==> src/rtl/hsl2rgb_pkg.sv <==
// ----------------------------------------------------------------------------
// HSL to RGB package
// Segment codes for the per-channel hue ramp and the stage load enables that
// the top level hands to each channel slice.
// ----------------------------------------------------------------------------
package hsl2rgb_pkg;

  // Which piece of the hue ramp a channel falls on.
  typedef logic [1:0] seg_t;

  localparam seg_t SEG_RISE = 2'd0;  // below one sixth: ramp from lo up to hi
  localparam seg_t SEG_HOLD = 2'd1;  // one sixth up to one half: flat at hi
  localparam seg_t SEG_FALL = 2'd2;  // one half up to two thirds: ramp down
  localparam seg_t SEG_LOW  = 2'd3;  // two thirds and above: flat at lo

  // Load enables for pipeline stages two to four.
  typedef struct packed {
    logic s2;
    logic s3;
    logic s4;
  } pipe_en_t;

endpackage

==> src/rtl/hsl2rgb_chan.sv <==
// ----------------------------------------------------------------------------
// HSL to RGB channel slice
// Turns one channel hue into an 8-bit color value over pipeline stages two
// to four: ramp segment and slope factor, ramp product, then scale by 255.
// ----------------------------------------------------------------------------
module hsl2rgb_chan #(
  parameter int FRAC_BITS = 16
) (
  input  logic                   clk,
  input  hsl2rgb_pkg::pipe_en_t  en,
  input  logic [FRAC_BITS:0]     hue_t,    // stage one: channel hue
  input  logic [FRAC_BITS:0]     span,     // stage two: hi minus lo
  input  logic [FRAC_BITS:0]     level_hi, // stage three
  input  logic [FRAC_BITS:0]     level_lo, // stage three
  output logic [7:0]             value     // stage four
);
  import hsl2rgb_pkg::*;

  localparam int W = FRAC_BITS + 1;
  localparam int unsigned ONE = 1 << FRAC_BITS;
  localparam logic [W-1:0] SIXTH      = W'(ONE / 6);
  localparam logic [W-1:0] HALF       = W'(ONE / 2);
  localparam logic [W-1:0] TWO_THIRDS = W'((2 * ONE) / 3);

  logic [W-1:0]   fall_gap;
  logic [W+2:0]   six_t;
  logic [W+2:0]   six_gap;
  seg_t           seg_next;
  logic [W-1:0]   slope_next;
  seg_t           seg2;
  logic [W-1:0]   slope2;
  logic [2*W-1:0] prod;
  seg_t           seg3;
  logic [W:0]     ramp3;
  logic [W:0]     level;
  logic [W+8:0]   scaled;
  logic [9:0]     scaled_int;
  logic [7:0]     value_next;

  // Stage two: pick the ramp segment and form six times the distance to the ramp's lo end.
  always_comb begin
    fall_gap = TWO_THIRDS - hue_t;
    six_t    = {1'b0, hue_t, 2'b00} + {2'b00, hue_t, 1'b0};
    six_gap  = {1'b0, fall_gap, 2'b00} + {2'b00, fall_gap, 1'b0};
    if (hue_t < SIXTH) begin
      seg_next = SEG_RISE;
    end else if (hue_t < HALF) begin
      seg_next = SEG_HOLD;
    end else if (hue_t < TWO_THIRDS) begin
      seg_next = SEG_FALL;
    end else begin
      seg_next = SEG_LOW;
    end
    slope_next = (seg_next == SEG_RISE) ? six_t[W-1:0] : six_gap[W-1:0];
  end

  always_ff @(posedge clk) begin
    if (en.s2) begin
      seg2   <= seg_next;
      slope2 <= slope_next;
    end
  end

  // Stage three: ramp product, truncated back to the fraction grid.
  assign prod = span * slope2;

  always_ff @(posedge clk) begin
    if (en.s3) begin
      seg3  <= seg2;
      ramp3 <= prod[2*W-1:FRAC_BITS];
    end
  end

  // Stage four: select the channel level, scale by 255 and saturate.
  always_comb begin
    case (seg3)
      SEG_RISE: level = {1'b0, level_lo} + ramp3;
      SEG_HOLD: level = {1'b0, level_hi};
      SEG_FALL: level = {1'b0, level_lo} + ramp3;
      SEG_LOW:  level = {1'b0, level_lo};
      default:  level = {1'b0, level_lo};
    endcase
    scaled     = {level, 8'h00} - {8'h00, level};
    scaled_int = scaled[W+8:FRAC_BITS];
    value_next = (scaled_int > 10'd255) ? 8'hFF : scaled_int[7:0];
  end

  always_ff @(posedge clk) begin
    if (en.s4) begin
      value <= value_next;
    end
  end

endmodule

==> src/rtl/hsl_to_rgb_pixel_unit.sv <==
// ----------------------------------------------------------------------------
// HSL to RGB pixel unit
// Converts one 8-bit hue, saturation, lightness and alpha pixel into 8-bit
// red, green and blue, computed in unsigned fixed point; alpha passes through.
//
//   Channel   Direction  Handshake          Payload
//   input     in         in_valid/in_ready  hue, saturation, lightness, alpha_in
//   output    out        out_valid/out_ready red, green, blue, alpha_out
//
// One pixel enters per clock unless a stall on the output holds the pipeline.
// Each pixel passes through four register stages: channel hues and the l*s
// product, the two levels, the ramp multiply, and the scale by 255.
// Reset clears the stage valid bits only; no pass is needed after reset.
// A stall holds the stages that are full and lets bubbles behind them fill.
// ----------------------------------------------------------------------------
module hsl_to_rgb_pixel_unit #(
  parameter int FRAC_BITS = 16
) (
  input  logic       clk,
  input  logic       rst,
  input  logic       in_valid,
  output logic       in_ready,
  input  logic [7:0] hue,
  input  logic [7:0] saturation,
  input  logic [7:0] lightness,
  input  logic [7:0] alpha_in,
  output logic       out_valid,
  input  logic       out_ready,
  output logic [7:0] red,
  output logic [7:0] green,
  output logic [7:0] blue,
  output logic [7:0] alpha_out
);
  import hsl2rgb_pkg::*;

  localparam int F = FRAC_BITS;
  localparam int W = FRAC_BITS + 1;
  localparam int unsigned ONE = 1 << FRAC_BITS;
  localparam logic [W-1:0] ONE_W     = W'(ONE);
  localparam logic [W-1:0] THIRD     = W'(ONE / 3);
  localparam logic [W-1:0] CO_THIRD  = W'(ONE - ONE / 3);
  localparam logic [F-1:0] HALF      = F'(ONE / 2);

  // Stage valid bits and ready chain.
  logic     valid1, valid2, valid3, valid4;
  logic     rdy1, rdy2, rdy3, rdy4;
  pipe_en_t en;

  assign rdy4     = !valid4 || out_ready;
  assign rdy3     = !valid3 || rdy4;
  assign rdy2     = !valid2 || rdy3;
  assign rdy1     = !valid1 || rdy2;
  assign in_ready = rdy1;
  assign en.s2    = rdy2;
  assign en.s3    = rdy3;
  assign en.s4    = rdy4;

  always_ff @(posedge clk) begin
    if (rst) begin
      valid1 <= 1'b0;
      valid2 <= 1'b0;
      valid3 <= 1'b0;
      valid4 <= 1'b0;
    end else begin
      if (rdy1) valid1 <= in_valid;
      if (rdy2) valid2 <= valid1;
      if (rdy3) valid3 <= valid2;
      if (rdy4) valid4 <= valid3;
    end
  end

  assign out_valid = valid4;

  // Stage one: expand to fixed point, form the channel hues and l*s.
  logic [F-1:0]   hue_fx, sat_fx, light_fx;
  logic [2*F-1:0] ls_prod;
  logic [W-1:0]   tr_sum, tr_next, tb_next;
  logic [F-1:0]   light1, sat1, ls1;
  logic [W-1:0]   tr1, tg1, tb1;
  logic           grey1;
  logic [7:0]     alpha1, alpha2, alpha3, alpha4;

  always_comb begin
    hue_fx   = {hue, {(F-8){1'b0}}};
    sat_fx   = {saturation, {(F-8){1'b0}}};
    light_fx = {lightness, {(F-8){1'b0}}};
    ls_prod  = light_fx * sat_fx;
    tr_sum   = {1'b0, hue_fx} + THIRD;
    tr_next  = (tr_sum > ONE_W) ? tr_sum - ONE_W : tr_sum;
    tb_next  = ({1'b0, hue_fx} < THIRD) ? {1'b0, hue_fx} + CO_THIRD
                                         : {1'b0, hue_fx} - THIRD;
  end

  always_ff @(posedge clk) begin
    if (rdy1) begin
      light1 <= light_fx;
      sat1   <= sat_fx;
      ls1    <= ls_prod[2*F-1:F];
      tr1    <= tr_next;
      tg1    <= {1'b0, hue_fx};
      tb1    <= tb_next;
      grey1  <= (saturation == 8'h00);
      alpha1 <= alpha_in;
    end
  end

  // Stage two: the hi and lo levels and their difference. Grey pins both
  // levels to the lightness so every channel comes out equal to it.
  logic [F-1:0] excess;
  logic [W-1:0] hi_next, lo_next, span_next;
  logic [W-1:0] hi2, lo2, span2;
  logic [W-1:0] hi3, lo3;

  always_comb begin
    excess = (light1 < HALF) ? ls1 : sat1 - ls1;
    if (grey1) begin
      hi_next   = {1'b0, light1};
      lo_next   = {1'b0, light1};
      span_next = '0;
    end else begin
      hi_next = {1'b0, light1} + {1'b0, excess};
      if (light1 < excess) begin
        lo_next   = '0;
        span_next = hi_next;
      end else begin
        lo_next   = {1'b0, light1} - {1'b0, excess};
        span_next = {excess, 1'b0};
      end
    end
  end

  always_ff @(posedge clk) begin
    if (rdy2) begin
      hi2    <= hi_next;
      lo2    <= lo_next;
      span2  <= span_next;
      alpha2 <= alpha1;
    end
  end

  // Stage three carries the levels and alpha beside the channels; stage four alpha.
  always_ff @(posedge clk) begin
    if (rdy3) begin
      hi3    <= hi2;
      lo3    <= lo2;
      alpha3 <= alpha2;
    end
  end

  always_ff @(posedge clk) begin
    if (rdy4) begin
      alpha4 <= alpha3;
    end
  end

  assign alpha_out = alpha4;

  // One slice per color channel.
  hsl2rgb_chan #(.FRAC_BITS(FRAC_BITS)) u_red (
    .clk      (clk),
    .en       (en),
    .hue_t    (tr1),
    .span     (span2),
    .level_hi (hi3),
    .level_lo (lo3),
    .value    (red)
  );

  hsl2rgb_chan #(.FRAC_BITS(FRAC_BITS)) u_green (
    .clk      (clk),
    .en       (en),
    .hue_t    (tg1),
    .span     (span2),
    .level_hi (hi3),
    .level_lo (lo3),
    .value    (green)
  );

  hsl2rgb_chan #(.FRAC_BITS(FRAC_BITS)) u_blue (
    .clk      (clk),
    .en       (en),
    .hue_t    (tb1),
    .span     (span2),
    .level_hi (hi3),
    .level_lo (lo3),
    .value    (blue)
  );

endmodule
==> config.mk <==
export PLATFORM = sky130hd
export DESIGN_NAME = hsl_to_rgb_pixel_unit
export DESIGN_NICKNAME = d
export VERILOG_FILES = /design/src/rtl/hsl2rgb_pkg.sv /design/src/rtl/hsl2rgb_chan.sv /design/src/rtl/hsl_to_rgb_pixel_unit.sv
export SDC_FILE = /design/constraint.sdc
export NUM_CORES = 2
export LEC_CHECK = 0
export BUFFER_PORTS_ARGS = -buffer_cell sky130_fd_sc_hd__clkbuf_2
export CAP_MARGIN = 20
export CORE_ASPECT_RATIO = 1.4
export CORE_MARGIN = 4
export CORE_UTILIZATION = 55
export DETAILED_ROUTE_END_ITERATION = 10
export PLACE_DENSITY = 0.68
export SLEW_MARGIN = 20
export SYNTH_ARGS = -nofsm -noshare
export SYNTH_HDL_FRONTEND = slang
export SYNTH_SLANG_ARGS = --single-unit
==> constraint.sdc <==
create_clock -name clk -period 8.4 [get_ports clk]
set_clock_uncertainty 0.05 [all_clocks]
set_input_delay 0.84 -clock clk [delete_from_list [all_inputs] [get_ports clk]]
set_output_delay 0.84 -clock clk [all_outputs]
set_load 0.02 [all_outputs]
Word-level counts from Yosys, hierarchy flattened
Index checks and enable logic that the tools add are counted.
W data, S select, Z words.
Storage, ports and cells
  register bits: 337
  bits in latches: 0
  bits in writable memories: 0
  bits in read-only memories: 0
  logic and storage cells: 134
  memories: 0
Operators by class
  $add $sub $neg: 22
  multipliers: 4
  div/mod/pow operators: 0
  magnitude comparators: 16
  equal/unequal tests: 9
  shift-type cells: 0
  muxes and demuxes: 22
  bitwise operators: 1
  reductions and logical operators: 20
Operators with widths (number)
  $pmux W18 S3: 3
  $add A17 B17 Y17: 6
  $mul A17 B17 Y34: 3
  $mux W17: 6
  $sub A26 B18 Y26: 3
  $lt A17 B16 Y1 const B: 4
  $mux W16: 4
  $add A17 B18 Y18: 3
  $lt A16 B16 Y1 const B: 3
  $sub A16 B16 Y16 const A: 3
  $lt A17 B14 Y1 const B: 2
  $gt A10 B8 Y1 const B: 3
  $add A16 B15 Y17 const B: 1
  $add A16 B16 Y17: 1
  $add A16 B16 Y17 const B: 1
  $gt A17 B17 Y1 const B: 1
  $sub A16 B15 Y17 const B: 1
  $sub A16 B16 Y17: 1
  $sub A17 B17 Y17 const B: 1
  $lt A16 B14 Y1 const B: 1
  $lt A16 B15 Y1 const B: 1
  $lt A16 B16 Y1: 1
  $mul A8 B8 Y16: 1
  $sub A16 B16 Y16: 1
  10 further kinds: 39

Depth between registers and ports, before layout
  depth in word-level cells: 6
  mapped depth: 27
  depth with buffers taken out: 25

Modules after synthesis
A second synthesis with hierarchy kept.
Unflattened totals
  cell total of the unflattened synthesis: 5390
  area total of the unflattened synthesis: 51147.8 µm²
By module, submodules not included
  hsl2rgb_chan at u_green: instances 1, cells each 1551, area an instance 13853.3 µm², seq. area each 1381.3 µm²
  hsl2rgb_chan at u_red: instances 1, cells each 1532, area an instance 13842.0 µm², seq. area each 1381.3 µm²
  hsl2rgb_chan at u_blue: instances 1, cells each 1534, area an instance 13746.9 µm², seq. area each 1381.3 µm²
  hsl_to_rgb_pixel_unit: instances 1, cells each 773, area an instance 9705.6 µm², seq. area each 5305.1 µm²

Worst setup path after synthesis
No wires, ideal clock.
  path kind: register to register
  start: register span2[10]
  end: register u_green.ramp3[17], data pin
  arrival time: 6.847 ns
  required time: 8.090 ns
  setup slack: 1.243 ns
  stages on the path, launching flop included: 27
  buffers on the path: 2
  period minus slack after synthesis: 7.157 ns
  path through: edfxtp_1 clkbuf_1 clkbuf_1 nand2_1 fa_1 inv_1 fa_1 fa_1 inv_1 fa_1 inv_1 fa_1 inv_1 fa_1 inv_1 ha_1 nor2b_1 a2111oi_2 nor3_1 a21oi_2 o21ai_1 a221o_1 a41o_1 o21a_1 a21o_1 a21oi_1 xnor2_1
On the way
  longest elaborated chain between the ends: 1
RTL lines
  start: declaration: RTL line hsl_to_rgb_pixel_unit.sv:111  | logic [W-1:0] hi2, lo2, span2;
  start signal: assignment: RTL line hsl_to_rgb_pixel_unit.sv:136  | span2 <= span_next;
  $mul A17 B17 Y34: RTL line hsl2rgb_chan.sv:65  | assign prod = span * slope2;
  named net u_green.prod[33]: RTL line hsl2rgb_chan.sv:32  | logic [2*W-1:0] prod;
  end signal: assignment: RTL line hsl2rgb_chan.sv:70  | ramp3 <= prod[2*W-1:FRAC_BITS];
  end: declaration: RTL line hsl2rgb_chan.sv:34  | logic [W:0] ramp3;
The timed path passes the listed nets, and every way through them passes these cells.
A chain may end at the register's enable or synchronous reset.

Worst setup path after layout
  start: register u_green.slope2[8]
  end: register u_green.ramp3[17], data pin
On the way
  longest elaborated chain between the ends: 1
RTL lines
  start: declaration: RTL line hsl2rgb_chan.sv:31  | logic [W-1:0] slope2;
  start signal: assignment: RTL line hsl2rgb_chan.sv:60  | slope2 <= slope_next;
  $mul A17 B17 Y34: RTL line hsl2rgb_chan.sv:65
  named net u_green.prod[33]: RTL line hsl2rgb_chan.sv:32
The timed path passes the listed nets, and every way through them passes these cells.

==> results.md <==
- Outcome: finished clean
- Global-route usage over all layers: 24.8%
- CTS hold repair buffers: 0
- Via count of the first global-routing pass: 31,402
- Number of nets in the layout: 5,533
- Register clock-pin slew on the reported worst setup and hold paths: 0.06 ns
- Vias: 29,705
- Wire length of the first global-routing pass: 165,000 um
- Die area: 83,000 um^2
- Post-synth design cell area: 43,100 um^2
- Remaining routing DRC violations: 0
- Worst Tran Pin Value: 1.09 ns
- Initial antenna violation count: 5
- Die Ht: 339 um
- Max Clk Rate: 135 MHz
- Maximum number of pins on one net before global-route repair: 84
- Initial Utilization: 55.4%
- Arrival time at the worst endpoint: 7.69 ns
- Insertion delay of the later-clocked pin in the worst-skew pair: 0.57 ns
- Number of top-level pins: 70
- Setup violators final: 0
- DRT Pass-1 Iters: 5
- Setup repair after global routing missed its margin: no
- Main flop type after synthesis: sky130_fd_sc_hd__edfxtp_1
- Routed wire per std cell: 18.5 um
- Hpwl dp: 81,900 um
- Top cell family by delay on the critical path: adder cells
- Final hold vios: 0
- Startpoint Class: flop
- Number of enable-type register cells in the synthesized netlist: 290
- Area of the core: 77,800 um^2
- Max Cap Violations: 0
- Final worst-path cycle share: 88.5%
- Number of instances in the synthesized netlist: 4,339
- Clk Tree Root Cell: sky130_fd_sc_hd__clkbuf_16
- Fillers: 6,807
- Post-Syn Nets: 5,527
- Signed area change from the synthesized netlist to the final layout: 5.93%
- Final ANT Viol Nets: 0
- Critical path buffer and inverter count: 5
- Horizontal extent of the die: 245 um
- Warning count from the yosys run: 0
- TritonCTS buffer count: 34
- Worst path most repeated cell: sky130_fd_sc_hd__fa_1
- Number of buffers between clock root and the deepest sink: 3
- H-tree level count: 2
- CP max stage cell: sky130_fd_sc_hd__edfxtp_1
- Slowest stage delay, CP: 0.73 ns
- Final TNS setup: 0 ns
- Worst rel slew slack: 27.3%
- Crit Path Class: reg2reg
- Setup fix buffers added after clock tree synthesis: 0
- Proportion of synthesized flip-flops having asynchronous set or reset: 0%
- Gpl congestion: 0.885
- Critical path, cell by cell: nand2_1 > fa_1 > inv_1 > fa_1 > fa_1 > inv_1 > fa_1 > inv_1 > fa_1 > inv_1 > fa_1 > inv_1 > ha_1 > nor2b_1 > a2111oi_2 > nor3_1 > a21oi_2 > o21ai_1 > a221o_1 > a41o_1 > o21a_1 > a21o_1 > a21oi_1 > xnor2_1
- Number of gates given a new drive strength after cts: 0
- Fraction of layout cells with a size suffix above 1: 5.45%
- Overall routed net length: 100,000 um
- Crit path capture type: flop
- Summed area of non-filler cells in the final layout: 45,700 um^2
- Clock sink total: 294
- Distinct cell type count of the synthesized netlist: 101
- CTS tree: done
- I/O Buffers: 69
- Fin. max-slew vios: 0
- Register bit total from synthesis: 294
- Number of vias per cell: 5.49
- GRT Residual Overflow: 0
- Tightest Hold Check Type: reg2reg
- Instance area after placement: 44,500 um^2
- Sequential area share after synthesis: 20.4%
- Row cnt: 121
- Iteration-0 DRC count of the detailed router: 1,480
- Post-Syn Area per Cell: 9.94 um^2
- Largest fanout on the critical path: 17
- Inserted Diodes: 0
- Min Clock Period, post-route: 7.43 ns
- Required @ worst endpoint: 8.66 ns
-- path summary, 6_finish.rpt --
kind,slack (ns),depth (start not counted),end,from
min,0.37,0,lo3[12],lo2[12]
max,0.97,24,u_green.ramp3[17],u_green.slope2[8]
min reg2reg,0.37,0,lo3[12],lo2[12]
max reg2reg,0.97,24,u_green.ramp3[17],u_green.slope2[8]
-- per-layer routing --
layer	up-vias	share of wire, %	global-route usage, %
li1	14054	-	-
met5	-	0.042	0
met3	226	4.4	2.75
met2	657	52	44.7
met1	14762	38	29.8
met4	6	5.6	11.1
-- metrics by stage --
| step | hold WS, ns | utilization [%] | instances | setup slack, ns |
|---|---|---|---|---|
| finish | 0.369 | 58.7 | 5415 | 0.968 |
| floorplan | 0.350 | - | 4339 | 1.24 |
| global route | 0.375 | 58.7 | 5415 | 0.548 |
| detailed placement | 0.355 | 57.2 | 5354 | 0.958 |
| CTS | 0.368 | 58.7 | 5415 | 0.963 |
| global placement | 0.350 | 57.2 | 5354 | 1.05 |
-- synth_stat cells (17+ instances only) --
cell type	count	area share, %
sky130_fd_sc_hd__inv_1	844	7.3
sky130_fd_sc_hd__fa_1	607	28
sky130_fd_sc_hd__ha_1	545	16
sky130_fd_sc_hd__nand2_1	434	3.8
sky130_fd_sc_hd__edfxtp_1	290	20
sky130_fd_sc_hd__and2_1	204	3.0
sky130_fd_sc_hd__nor2_1	174	1.5
sky130_fd_sc_hd__a21oi_1	171	2.0
sky130_fd_sc_hd__xnor2_1	139	2.8
sky130_fd_sc_hd__clkbuf_1	108	0.94
sky130_fd_sc_hd__o21ai_0	97	1.1
sky130_fd_sc_hd__xor2_1	66	1.3
sky130_fd_sc_hd__a21o_1	48	0.84
sky130_fd_sc_hd__o21a_1	44	0.77
sky130_fd_sc_hd__mux2i_1	43	1.0
sky130_fd_sc_hd__nor3_1	42	0.49
sky130_fd_sc_hd__nand3_1	36	0.42
sky130_fd_sc_hd__o21bai_1	35	0.61
sky130_fd_sc_hd__nor2b_1	28	0.41
sky130_fd_sc_hd__nand2b_1	25	0.36
sky130_fd_sc_hd__o211ai_1	23	0.40
sky130_fd_sc_hd__mux2_2	19	0.50
sky130_fd_sc_hd__a211oi_1	17	0.30
sky130_fd_sc_hd__or3_1	17	0.25
-- flip-flops by register name, indices dropped and copies added, names as in the netlist, 16 cells and up --
register       cells
hi2               17
lo3               17
u_blue.ramp3      18
span2             17
ls1               16
hi3               17
lo2               17
u_red.ramp3       18
u_green.ramp3     18
-- layout by cell type, fill, tap and decap left out, drive strengths merged, types with 9 or more instances in the layout --
master,count
ha,545
mux2i,43
nor2b,28
o211ai,28
and2,204
buf,35
o21ai,110
o21bai,37
and3,14
edfxtp,290
a21o,49
nand2,442
xor2,66
nand3,36
a21oi,176
nor2,175
nor3b,11
a2111oi,9
nor3,43
xnor2,139
o21a,44
mux2,23
or4,10
clkbuf,112
o31ai,18
a31oi,14
a211oi,24
or2,9
nand2b,25
or3,18
inv,848
fa,607
-- final cells by class --
class | instances | area (um^2) | area share (%)
timing repair buffer | 104 | 608 | 1.33
multi-input combinational | 3066 | 30600 | 67.0
tap | 1045 | 1310 | 2.86
clock buffer | 43 | 915 | 2.00
inverter | 845 | 3170 | 6.95
clock inverter | 18 | 270 | 0.592
sequential | 294 | 8790 | 19.2
-- cells by family (layout without fill, tap and decap cells) --
logic type,Yosys count,after routing,synth area share (%)
fa+ha+maj,1154,1154,44.0
xor+xnor,206,206,4.22
buf+inv,979,1010,8.64
mux,66,66,1.60
flops,294,294,20.4
simple gates,1054,1054,11.8
compound gates,586,586,9.30
Power is not shown: default switching activity piles up to over one toggle a cycle in this logic, so the estimate is an artifact.
